File: src/wsfg_pkg.sv
// ----------------------------------------------------------------------------
// wsfg_pkg: shared types and constants of the WebSocket frame generator
// Queue entry layout, length encodings, register indexes and key byte select.
// ----------------------------------------------------------------------------
package wsfg_pkg;

    localparam int LEN_W      = 31;
    localparam int KEY_W      = 32;
    localparam int QUEUE_DEPTH = 4;
    localparam int QUEUE_AW    = $clog2(QUEUE_DEPTH);
    localparam int IDX_W      = 4;

    // configuration register indexes
    localparam logic [1:0] CFG_FLAGS  = 2'd0;
    localparam logic [1:0] CFG_OPCODE = 2'd1;
    localparam logic [1:0] CFG_MASK   = 2'd2;
    localparam logic [1:0] CFG_KEY    = 2'd3;

    // payload length encodings of the second header byte
    localparam logic [1:0] LEN_SHORT = 2'd0;
    localparam logic [1:0] LEN_16    = 2'd1;
    localparam logic [1:0] LEN_64    = 2'd2;

    localparam logic [6:0] CODE_16 = 7'h7E;
    localparam logic [6:0] CODE_64 = 7'h7F;

    typedef struct packed {
        logic             is_hdr;
        logic [7:0]       byte0;    // header first byte, or finished payload byte
        logic [LEN_W-1:0] len;
        logic [1:0]       len_sel;
        logic             mask_en;
        logic [KEY_W-1:0] key;
        logic             done;
        logic             err;
    } t_entry;

    function automatic logic [7:0] key_byte(input logic [KEY_W-1:0] key,
                                            input logic [1:0] idx);
        logic [7:0] b;
        unique case (idx)
            2'd0:    b = key[31:24];
            2'd1:    b = key[23:16];
            2'd2:    b = key[15:8];
            default: b = key[7:0];
        endcase
        return b;
    endfunction

endpackage

File: src/wsfg_front.sv
// ----------------------------------------------------------------------------
// wsfg_front: item classifier
// Takes start and payload items, tracks frame progress and mask phase, and
// pushes one descriptor per item into the queue.
// ----------------------------------------------------------------------------
module wsfg_front (
    input  logic                       i_clk,
    input  logic                       i_rst_n,
    input  logic                       i_valid,
    input  logic                       i_full,
    input  logic                       i_op,
    input  logic [wsfg_pkg::LEN_W-1:0] i_payload_length,
    input  logic [7:0]                 i_data_byte,
    input  logic [3:0]                 i_frame_flags,
    input  logic [3:0]                 i_frame_opcode,
    input  logic                       i_mask_enable,
    input  logic [wsfg_pkg::KEY_W-1:0] i_mask_key,
    output logic                       o_push,
    output wsfg_pkg::t_entry           o_entry
);
    import wsfg_pkg::*;

    logic [LEN_W-1:0] r_bytes_left, n_bytes_left;
    logic [1:0]       r_mask_phase, n_mask_phase;
    logic             w_accept;

    assign w_accept = i_valid && !i_full;
    assign o_push   = w_accept;

    always_comb begin
        o_entry         = '0;
        o_entry.mask_en = i_mask_enable;
        o_entry.key     = i_mask_key;
        o_entry.len     = i_payload_length;
        n_bytes_left    = r_bytes_left;
        n_mask_phase    = r_mask_phase;
        if (!i_op) begin
            o_entry.is_hdr = 1'b1;
            o_entry.byte0  = {i_frame_flags, i_frame_opcode};
            o_entry.done   = (i_payload_length == '0);
            if (i_payload_length > LEN_W'(32'hFFFF)) begin
                o_entry.len_sel = LEN_64;
            end else if (i_payload_length >= LEN_W'(32'h7E)) begin
                o_entry.len_sel = LEN_16;
            end else begin
                o_entry.len_sel = LEN_SHORT;
            end
            n_bytes_left = i_payload_length;
            n_mask_phase = 2'd0;
        end else if (r_bytes_left == '0) begin
            // overrun: zero byte, flag it, leave state alone
            o_entry.err = 1'b1;
        end else begin
            o_entry.byte0 = i_data_byte ^
                            (i_mask_enable ? key_byte(i_mask_key, r_mask_phase) : 8'h00);
            o_entry.done  = (r_bytes_left == LEN_W'(1));
            n_bytes_left  = r_bytes_left - LEN_W'(1);
            n_mask_phase  = r_mask_phase + 2'd1;
        end
    end

    always_ff @(posedge i_clk) begin
        if (!i_rst_n) begin
            r_bytes_left <= '0;
            r_mask_phase <= '0;
        end else if (w_accept) begin
            r_bytes_left <= n_bytes_left;
            r_mask_phase <= n_mask_phase;
        end
    end

endmodule

File: src/wsfg_queue.sv
// ----------------------------------------------------------------------------
// wsfg_queue: descriptor queue
// Small FIFO between classifier and byte writer so each side stalls alone.
// ----------------------------------------------------------------------------
module wsfg_queue (
    input  logic             i_clk,
    input  logic             i_rst_n,
    input  logic             i_push,
    input  wsfg_pkg::t_entry i_entry,
    input  logic             i_pop,
    output wsfg_pkg::t_entry o_entry,
    output logic             o_empty,
    output logic             o_full
);
    import wsfg_pkg::*;

    t_entry                r_mem [QUEUE_DEPTH];
    logic [QUEUE_AW-1:0]   r_wr_ptr, r_rd_ptr;
    logic [QUEUE_AW:0]     r_count;

    assign o_empty = (r_count == '0);
    assign o_full  = (r_count == (QUEUE_AW+1)'(QUEUE_DEPTH));
    assign o_entry = r_mem[r_rd_ptr];

    always_ff @(posedge i_clk) begin
        if (i_push) begin
            r_mem[r_wr_ptr] <= i_entry;
        end
    end

    always_ff @(posedge i_clk) begin
        if (!i_rst_n) begin
            r_wr_ptr <= '0;
            r_rd_ptr <= '0;
            r_count  <= '0;
        end else begin
            if (i_push) begin
                r_wr_ptr <= r_wr_ptr + QUEUE_AW'(1);
            end
            if (i_pop) begin
                r_rd_ptr <= r_rd_ptr + QUEUE_AW'(1);
            end
            if (i_push && !i_pop) begin
                r_count <= r_count + (QUEUE_AW+1)'(1);
            end else if (i_pop && !i_push) begin
                r_count <= r_count - (QUEUE_AW+1)'(1);
            end
        end
    end

endmodule

File: src/wsfg_back.sv
// ----------------------------------------------------------------------------
// wsfg_back: byte writer
// Pops descriptors and sends one frame byte per transaction through an
// output register; header descriptors expand into 2 to 14 bytes.
// ----------------------------------------------------------------------------
module wsfg_back (
    input  logic             i_clk,
    input  logic             i_rst_n,
    input  wsfg_pkg::t_entry i_entry,
    input  logic             i_empty,
    output logic             o_pop,
    input  logic             i_stall,
    output logic             o_valid,
    output logic [7:0]       o_out_byte,
    output logic             o_run_last,
    output logic             o_frame_done,
    output logic             o_overrun_error
);
    import wsfg_pkg::*;

    function automatic logic [IDX_W-1:0] ext_count(input t_entry e);
        logic [IDX_W-1:0] n;
        unique case (e.len_sel)
            LEN_16:  n = IDX_W'(2);
            LEN_64:  n = IDX_W'(8);
            default: n = '0;
        endcase
        return n;
    endfunction

    function automatic logic [IDX_W-1:0] last_idx(input t_entry e);
        return IDX_W'(1) + ext_count(e) + (e.mask_en ? IDX_W'(4) : IDX_W'(0));
    endfunction

    function automatic logic [7:0] hdr_byte(input t_entry e, input logic [IDX_W-1:0] idx);
        logic [IDX_W-1:0] ext;
        logic [IDX_W-1:0] j;
        logic [IDX_W-1:0] k;
        logic [7:0]       b;
        ext = ext_count(e);
        j   = idx - IDX_W'(2);
        k   = j - ext;
        if (idx == IDX_W'(1)) begin
            unique case (e.len_sel)
                LEN_16:  b = {e.mask_en, CODE_16};
                LEN_64:  b = {e.mask_en, CODE_64};
                default: b = {e.mask_en, e.len[6:0]};
            endcase
        end else if (j < ext) begin
            if (e.len_sel == LEN_64) begin
                unique case (j[2:0])
                    3'd4:    b = {1'b0, e.len[30:24]};
                    3'd5:    b = e.len[23:16];
                    3'd6:    b = e.len[15:8];
                    3'd7:    b = e.len[7:0];
                    default: b = 8'h00;
                endcase
            end else begin
                b = j[0] ? e.len[7:0] : e.len[15:8];
            end
        end else begin
            b = key_byte(e.key, k[1:0]);
        end
        return b;
    endfunction

    t_entry           r_cur, n_cur;
    logic             r_hdr_act, n_hdr_act;
    logic [IDX_W-1:0] r_idx, n_idx;
    logic             r_valid, n_valid;
    logic [7:0]       r_byte, n_byte;
    logic             r_last, n_last;
    logic             r_done, n_done;
    logic             r_err, n_err;
    logic             w_advance;
    logic             w_end;

    assign w_advance = !r_valid || !i_stall;
    assign w_end     = (r_idx == last_idx(r_cur));

    always_comb begin
        n_cur     = r_cur;
        n_hdr_act = r_hdr_act;
        n_idx     = r_idx;
        n_valid   = r_valid;
        n_byte    = r_byte;
        n_last    = r_last;
        n_done    = r_done;
        n_err     = r_err;
        o_pop     = 1'b0;
        if (w_advance) begin
            if (r_hdr_act) begin
                n_valid = 1'b1;
                n_byte  = hdr_byte(r_cur, r_idx);
                n_last  = w_end;
                n_done  = w_end && r_cur.done;
                n_err   = 1'b0;
                n_idx   = r_idx + IDX_W'(1);
                if (w_end) begin
                    n_hdr_act = 1'b0;
                end
            end else if (!i_empty) begin
                o_pop   = 1'b1;
                n_valid = 1'b1;
                n_byte  = i_entry.byte0;
                if (i_entry.is_hdr) begin
                    n_last    = 1'b0;
                    n_done    = 1'b0;
                    n_err     = 1'b0;
                    n_cur     = i_entry;
                    n_hdr_act = 1'b1;
                    n_idx     = IDX_W'(1);
                end else begin
                    n_last = 1'b1;
                    n_done = i_entry.done;
                    n_err  = i_entry.err;
                end
            end else begin
                n_valid = 1'b0;
            end
        end
    end

    always_ff @(posedge i_clk) begin
        r_cur  <= n_cur;
        r_idx  <= n_idx;
        r_byte <= n_byte;
        r_last <= n_last;
        r_done <= n_done;
        r_err  <= n_err;
        if (!i_rst_n) begin
            r_hdr_act <= 1'b0;
            r_valid   <= 1'b0;
        end else begin
            r_hdr_act <= n_hdr_act;
            r_valid   <= n_valid;
        end
    end

    assign o_valid         = r_valid;
    assign o_out_byte      = r_byte;
    assign o_run_last      = r_last;
    assign o_frame_done    = r_done;
    assign o_overrun_error = r_err;

endmodule

File: src/websocket_frame_generator.sv
// ----------------------------------------------------------------------------
// websocket_frame_generator: RFC 6455 frame writer
// Emits frame headers and masked payload bytes, one byte per transaction.
// ----------------------------------------------------------------------------
// A start item (op 0) produces the whole header: 2 to 14 bytes, sent one per
// clock unless stalled. A payload item (op 1) produces one byte and streams at
// one item per clock unless the queue is full. The output byte register sets
// the pace of one byte per cycle unless stalled; a four-deep descriptor queue
// lets input items keep arriving while a header is still being sent, and input
// stall rises only when that queue is full. Registers are meant to be written
// while the block is idle; the config port is always ready.
module websocket_frame_generator (
    input  logic                       i_clk,
    input  logic                       i_rst_n,
    input  logic                       i_valid,
    output logic                       o_stall,
    input  logic                       i_op,
    input  logic [wsfg_pkg::LEN_W-1:0] i_payload_length,
    input  logic [7:0]                 i_data_byte,
    output logic                       o_valid,
    input  logic                       i_stall,
    output logic [7:0]                 o_out_byte,
    output logic                       o_run_last,
    output logic                       o_frame_done,
    output logic                       o_overrun_error,
    input  logic                       i_cfg_valid,
    output logic                       o_cfg_ready,
    input  logic [1:0]                 i_cfg_index,
    input  logic [31:0]                i_cfg_data
);
    import wsfg_pkg::*;

    logic [3:0]       r_frame_flags;
    logic [3:0]       r_frame_opcode;
    logic             r_mask_enable;
    logic [KEY_W-1:0] r_mask_key;

    logic   w_push, w_pop, w_empty, w_full;
    t_entry w_push_entry, w_pop_entry;

    assign o_cfg_ready = 1'b1;
    assign o_stall     = w_full;

    always_ff @(posedge i_clk) begin
        if (!i_rst_n) begin
            r_frame_flags  <= 4'h8;
            r_frame_opcode <= 4'h1;
            r_mask_enable  <= 1'b0;
            r_mask_key     <= '0;
        end else if (i_cfg_valid) begin
            unique case (i_cfg_index)
                CFG_FLAGS:  r_frame_flags  <= i_cfg_data[3:0];
                CFG_OPCODE: r_frame_opcode <= i_cfg_data[3:0];
                CFG_MASK:   r_mask_enable  <= i_cfg_data[0];
                CFG_KEY:    r_mask_key     <= i_cfg_data[KEY_W-1:0];
            endcase
        end
    end

    wsfg_front u_front (
        .i_clk            (i_clk),
        .i_rst_n          (i_rst_n),
        .i_valid          (i_valid),
        .i_full           (w_full),
        .i_op             (i_op),
        .i_payload_length (i_payload_length),
        .i_data_byte      (i_data_byte),
        .i_frame_flags    (r_frame_flags),
        .i_frame_opcode   (r_frame_opcode),
        .i_mask_enable    (r_mask_enable),
        .i_mask_key       (r_mask_key),
        .o_push           (w_push),
        .o_entry          (w_push_entry)
    );

    wsfg_queue u_queue (
        .i_clk   (i_clk),
        .i_rst_n (i_rst_n),
        .i_push  (w_push),
        .i_entry (w_push_entry),
        .i_pop   (w_pop),
        .o_entry (w_pop_entry),
        .o_empty (w_empty),
        .o_full  (w_full)
    );

    wsfg_back u_back (
        .i_clk           (i_clk),
        .i_rst_n         (i_rst_n),
        .i_entry         (w_pop_entry),
        .i_empty         (w_empty),
        .o_pop           (w_pop),
        .i_stall         (i_stall),
        .o_valid         (o_valid),
        .o_out_byte      (o_out_byte),
        .o_run_last      (o_run_last),
        .o_frame_done    (o_frame_done),
        .o_overrun_error (o_overrun_error)
    );

endmodule

File: config.mk
export PLATFORM = sky130hd
export DESIGN_NAME = websocket_frame_generator
export DESIGN_NICKNAME = d
export VERILOG_FILES = /design/src/wsfg_pkg.sv /design/src/wsfg_front.sv /design/src/wsfg_queue.sv /design/src/wsfg_back.sv /design/src/websocket_frame_generator.sv
export SDC_FILE = /design/constraint.sdc
export NUM_CORES = 1
export LEC_CHECK = 0
export ABC_CLOCK_PERIOD_IN_PS = 4340
export BUFFER_PORTS_ARGS = -buffer_cell sky130_fd_sc_hd__buf_2
export CORE_MARGIN = 2
export CORE_UTILIZATION = 25
export CTS_CLUSTER_SIZE = 30
export DETAILED_ROUTE_END_ITERATION = 12
export HOLD_SLACK_MARGIN = 0.02
export SYNTH_ARGS = -nofsm -noshare
export SYNTH_HDL_FRONTEND = slang
export SYNTH_SLANG_ARGS = --single-unit
File: constraint.sdc
create_clock -name i_clk -period 4.34 [get_ports i_clk]
set_clock_uncertainty 0.1 [all_clocks]
set_input_delay 0.651 -clock i_clk [delete_from_list [all_inputs] [get_ports i_clk]]
set_output_delay 0.651 -clock i_clk [all_outputs]
set_load 0.005 [all_outputs]
==> metrics.log <==
INFO  metric remaining_drc_errors = 0
INFO  metric endpoint_kind = flop
INFO  metric cp_slowest_cell = sky130_fd_sc_hd__a21oi_1
INFO  metric peak_ir_drop_on_the_vdd_network = 287 uV
INFO  metric internal_power = 9190 uW
INFO  metric critical-path-max-stage-delay = 0.76 ns
INFO  metric area.growth.synth_to_final = 15.4%
INFO  metric cts-buffers-inserted = 43
INFO  metric share_clk_of_total_power = 28.2%
INFO  metric synth_compound_gate_area_share = 7.97%
INFO  metric swShare = 29.7%
INFO  metric path_max_fanout = 16
INFO  metric final-hold-violation-count = 0
INFO  metric powerDensity = 582 mW/mm^2
INFO  metric fp.dieH = 283 um
INFO  metric power_frac_comb = 24.6%
INFO  metric yosys.cell_types.count = 80
INFO  metric finalSetupTns = 0 ns
INFO  metric vias_per_cell = 4.73
INFO  metric holdBufCountCts = 0
INFO  metric holdCritPathClass = in -> reg
INFO  metric routed_wirelength = 48.3 mm
INFO  metric detail_route.iter0.violations = 956
INFO  metric htreeDepth = 2
INFO  metric syn_avg_cell_area = 15.5 um^2
INFO  metric timing.final.max_slew_violations = 0
INFO  metric synth-seq-cells = 475
INFO  metric seqPwrFrac = 47.2%
INFO  metric async_flop_share = 0%
INFO  metric grt_antenna_before_repair = 8
INFO  metric postSynthNetCount = 1357
INFO  metric post-route-min-period = 3.03 ns
INFO  metric cp.buffers_inverters = 2
INFO  metric portBuffers = 91
INFO  metric cts.root.buffer_cell = sky130_fd_sc_hd__clkbuf_16
INFO  metric fmax = 329 MHz
INFO  metric grt_pass1_vias = 11600
INFO  metric place.detailed.instances = 2332
INFO  metric worstSetupPathType = reg -> reg
INFO  metric mappedNetlistArea = 0.0195 mm^2
INFO  metric cts_tree = done
INFO  metric rsz_0062_raised_after_global_routing = false
INFO  metric ys.flop_type = sky130_fd_sc_hd__edfxtp_1
INFO  metric slew_headroom = 21.0%
INFO  metric layout_worst_path_cycle_share = 69.9%
INFO  metric post_cts.repair.setup_buffers = 0
INFO  metric cts_buffer_depth = 3
INFO  metric clock_sinks = 475
INFO  metric final_layout_size_suffix_gt1_share = 21.4%
INFO  metric globalRouteTotalUtil = 11.7%
INFO  metric design.final.nets = 1438
INFO  metric critical_path_required = 4.52 ns
INFO  metric critical_path.startpoint_type = flop
INFO  metric gp_congestion = 0.836
INFO  metric layoutNonFillerInstCount = 2413
INFO  metric p_total = 13100 uW
INFO  metric crit_family = compound AO/OA/AOI/OAI gates
INFO  metric pin_count = 93
INFO  metric critical_path.cell_chain = inv_1, ha_1, inv_1, ha_1, a21oi_1, o221ai_1, a21oi_1, o22ai_1
INFO  metric die_w = 283 um
INFO  metric grt_first_pass_wirelength = 72.6 mm
INFO  metric yosys_warnings = 0
INFO  metric cts-resized-gates = 0
INFO  metric synth_seq_area_share = 68.9%
INFO  metric core_area = 0.0772 mm^2
INFO  metric detailed_place_hpwl = 32.3 mm
INFO  metric adder_cell_area_share_of_the_yosys_netlist = 1.45%
INFO  metric power.switching = 3890 uW
INFO  metric synthXorXnorAreaFrac = 0.810%
INFO  metric arrival = 3.22 ns
INFO  metric syn-instance-count = 1256
INFO  metric cap_viol_max_count = 0
INFO  metric floorplan.initialDensity = 25.2%
INFO  metric post_synth_mux_area_share = 10.5%
INFO  metric avgRoutedWirePerCell = 20.0 um
INFO  metric core.rowCount = 102
INFO  metric globalRouteOverflowTotal = 0
INFO  metric p_leak = 0.00733 uW
INFO  metric largest_family_of_logic_cells_by_synthesized_area = multiplexers
INFO  metric floorplan.die_area = 0.0801 mm^2
INFO  metric dr_total_vias = 11400
INFO  metric clk_transition_reported_paths = 0.06 ns
INFO  metric post_synth_and_or_nand_nor_area_fraction = 7.91%
INFO  metric postRouteAntennaNets = 0
INFO  metric number_of_flops_mapped_to_enable_cells_by_yosys = 390
INFO  metric finalSetupViolations = 0
INFO  metric insertion_delay = 0.56 ns
INFO  metric max_slew.worst_pin.slew = 1.18 ns
INFO  metric status = completed
INFO  metric pin_count_of_the_biggest_net_entering_global_routing = 78
INFO  metric detail_route.first_pass.iterations = 5
power by group through the flow:
stage               logic [uW]  clock network [uW]  registers [uW]
floorplan                 2280                   0            6100
global placement          3210                   0            6260
detailed placement        3260                   0            6270
CTS                       3270                3760            6180
global route              3490                3920            6250
finish                    3210                3690            6170
final timing paths:
path                                     from                                to  slack (ns)  cells after the start
max reg2reg        u_back.r_cur[35]$_DFFE_PP_    u_back.o_out_byte[6]$_DFFE_PP_        1.31                      8
min reg2reg  u_queue.r_wr_ptr[1]$_SDFFE_PN0P_  u_queue.r_wr_ptr[1]$_SDFFE_PN0P_        0.40                      2
min                            i_cfg_data[13]       r_mask_key[13]$_SDFFE_PN0P_        0.24                      3
max                u_back.r_cur[35]$_DFFE_PP_    u_back.o_out_byte[6]$_DFFE_PP_        1.31                      8
cell type report:
cell class | count | area [um^2]
Antenna cell | 2 | 5.00
Clock buffer | 63 | 1170
Clock inverter | 16 | 181
Fill cell | 7627 | 54800
Inverter | 29 | 114
Multi-Input combinational cell | 674 | 5590
Sequential cell | 475 | 13400
Tap cell | 1040 | 1300
Timing Repair Buffer | 114 | 666
metal layers:
metal  GRT usage, %  wire length, um
met1           14.5            19900
met2           20.8            24700
met3           1.96             2450
met4           3.54             1190
met5              0               75
registers in the layout, indices dropped and copies added, names as in the netlist, named ones only:
signal and flops:
u_queue.r_rd_ptr 2, u_front.r_mask_phase 2, u_back.r_cur 67, u_queue.r_mem 308, u_queue.r_wr_ptr 2, r_frame_flags 4
u_back.o_valid 1, u_back.o_overrun_error 1, u_back.o_frame_done 1, u_queue.r_count 3, u_back.o_run_last 1, u_back.r_idx 4
u_back.r_hdr_act 1, r_mask_key 32, u_back.o_out_byte 8, r_frame_opcode 4, u_front.r_bytes_left 31, r_mask_enable 1
cells in the final DEF (no fill, tap or decap), types with 7 or more instances in the layout:
cell,count
sky130_fd_sc_hd__o221ai_1,7
sky130_fd_sc_hd__a21oi_1,63
sky130_fd_sc_hd__clkbuf_16,44
sky130_fd_sc_hd__buf_2,91
sky130_fd_sc_hd__edfxtp_1,390
sky130_fd_sc_hd__a211oi_1,8
sky130_fd_sc_hd__o22ai_1,15
sky130_fd_sc_hd__o21ai_0,24
sky130_fd_sc_hd__buf_4,20
sky130_fd_sc_hd__nor2_1,52
sky130_fd_sc_hd__or3_1,9
sky130_fd_sc_hd__ha_1,21
sky130_fd_sc_hd__nor4_1,12
sky130_fd_sc_hd__a31oi_1,9
sky130_fd_sc_hd__mux2i_1,12
sky130_fd_sc_hd__a222oi_1,9
sky130_fd_sc_hd__nand3b_1,7
sky130_fd_sc_hd__o31ai_1,10
sky130_fd_sc_hd__o311ai_0,8
sky130_fd_sc_hd__clkbuf_1,19
sky130_fd_sc_hd__inv_1,26
sky130_fd_sc_hd__or2_2,10
sky130_fd_sc_hd__xor2_1,15
sky130_fd_sc_hd__nand3_1,18
sky130_fd_sc_hd__nand2_1,135
sky130_fd_sc_hd__nor3_1,19
sky130_fd_sc_hd__dfxtp_1,83
sky130_fd_sc_hd__nand4_1,12
sky130_fd_sc_hd__mux4_2,85
Yosys cell counts, types with 11 or more instances:
master | count | area [um^2]
sky130_fd_sc_hd__nor3_1 | 19 | 95.1
sky130_fd_sc_hd__nand4_1 | 12 | 75.1
sky130_fd_sc_hd__nor2_1 | 52 | 195
sky130_fd_sc_hd__xor2_1 | 15 | 131
sky130_fd_sc_hd__mux4_2 | 85 | 1910
sky130_fd_sc_hd__a21oi_1 | 63 | 315
sky130_fd_sc_hd__dfxtp_1 | 85 | 1700
sky130_fd_sc_hd__inv_1 | 27 | 101
sky130_fd_sc_hd__nand3_1 | 18 | 90.1
sky130_fd_sc_hd__buf_2 | 11 | 55.1
sky130_fd_sc_hd__nand2_1 | 135 | 507
sky130_fd_sc_hd__ha_1 | 21 | 263
sky130_fd_sc_hd__nor4_1 | 12 | 75.1
sky130_fd_sc_hd__edfxtp_1 | 390 | 11700
sky130_fd_sc_hd__o22ai_1 | 15 | 93.8
sky130_fd_sc_hd__clkbuf_1 | 56 | 210
sky130_fd_sc_hd__o21ai_0 | 24 | 120
sky130_fd_sc_hd__mux2i_1 | 12 | 120
logic make-up (layout without fill, tap and decap cells):
| group | Yosys count | count (layout) |
|---|---|---|
| AND/OR/NAND/NOR | 313 | 313 |
| XOR/XNOR | 18 | 18 |
| flip-flops | 475 | 475 |
| AO/OA/AOI/OAI | 222 | 222 |
| other | 1 | 3 |
| multiplexers | 98 | 98 |
| adder cells (fa/ha/maj) | 22 | 22 |
| buffers and inverters | 107 | 222 |
worst register-to-register path: cells and delay by family (launching register included):
family / cells / cell delay, ns
compound gates: 4 / 1.39
buf+inv: 2 / 0.20
flops: 1 / 0.38
fa+ha+maj: 2 / 0.71
stage by stage:
| step | hold slack [ns] | setup WS (ns) | util [%] | instance area [um^2] |
|---|---|---|---|---|
| final | 0.235 | 1.31 | 29.1 | 22500 |
| after global routing | 0.232 | 1.03 | 29.1 | 22400 |
| after CTS | 0.215 | 1.32 | 29.1 | 22400 |
| after detailed placement | 0.389 | 1.36 | 27.3 | 21100 |
| after global placement | 0.376 | 1.43 | 27.3 | 21100 |
| after floorplan | 0.356 | 0.706 | - | 19500 |
Power figures use the tool's default switching activity.
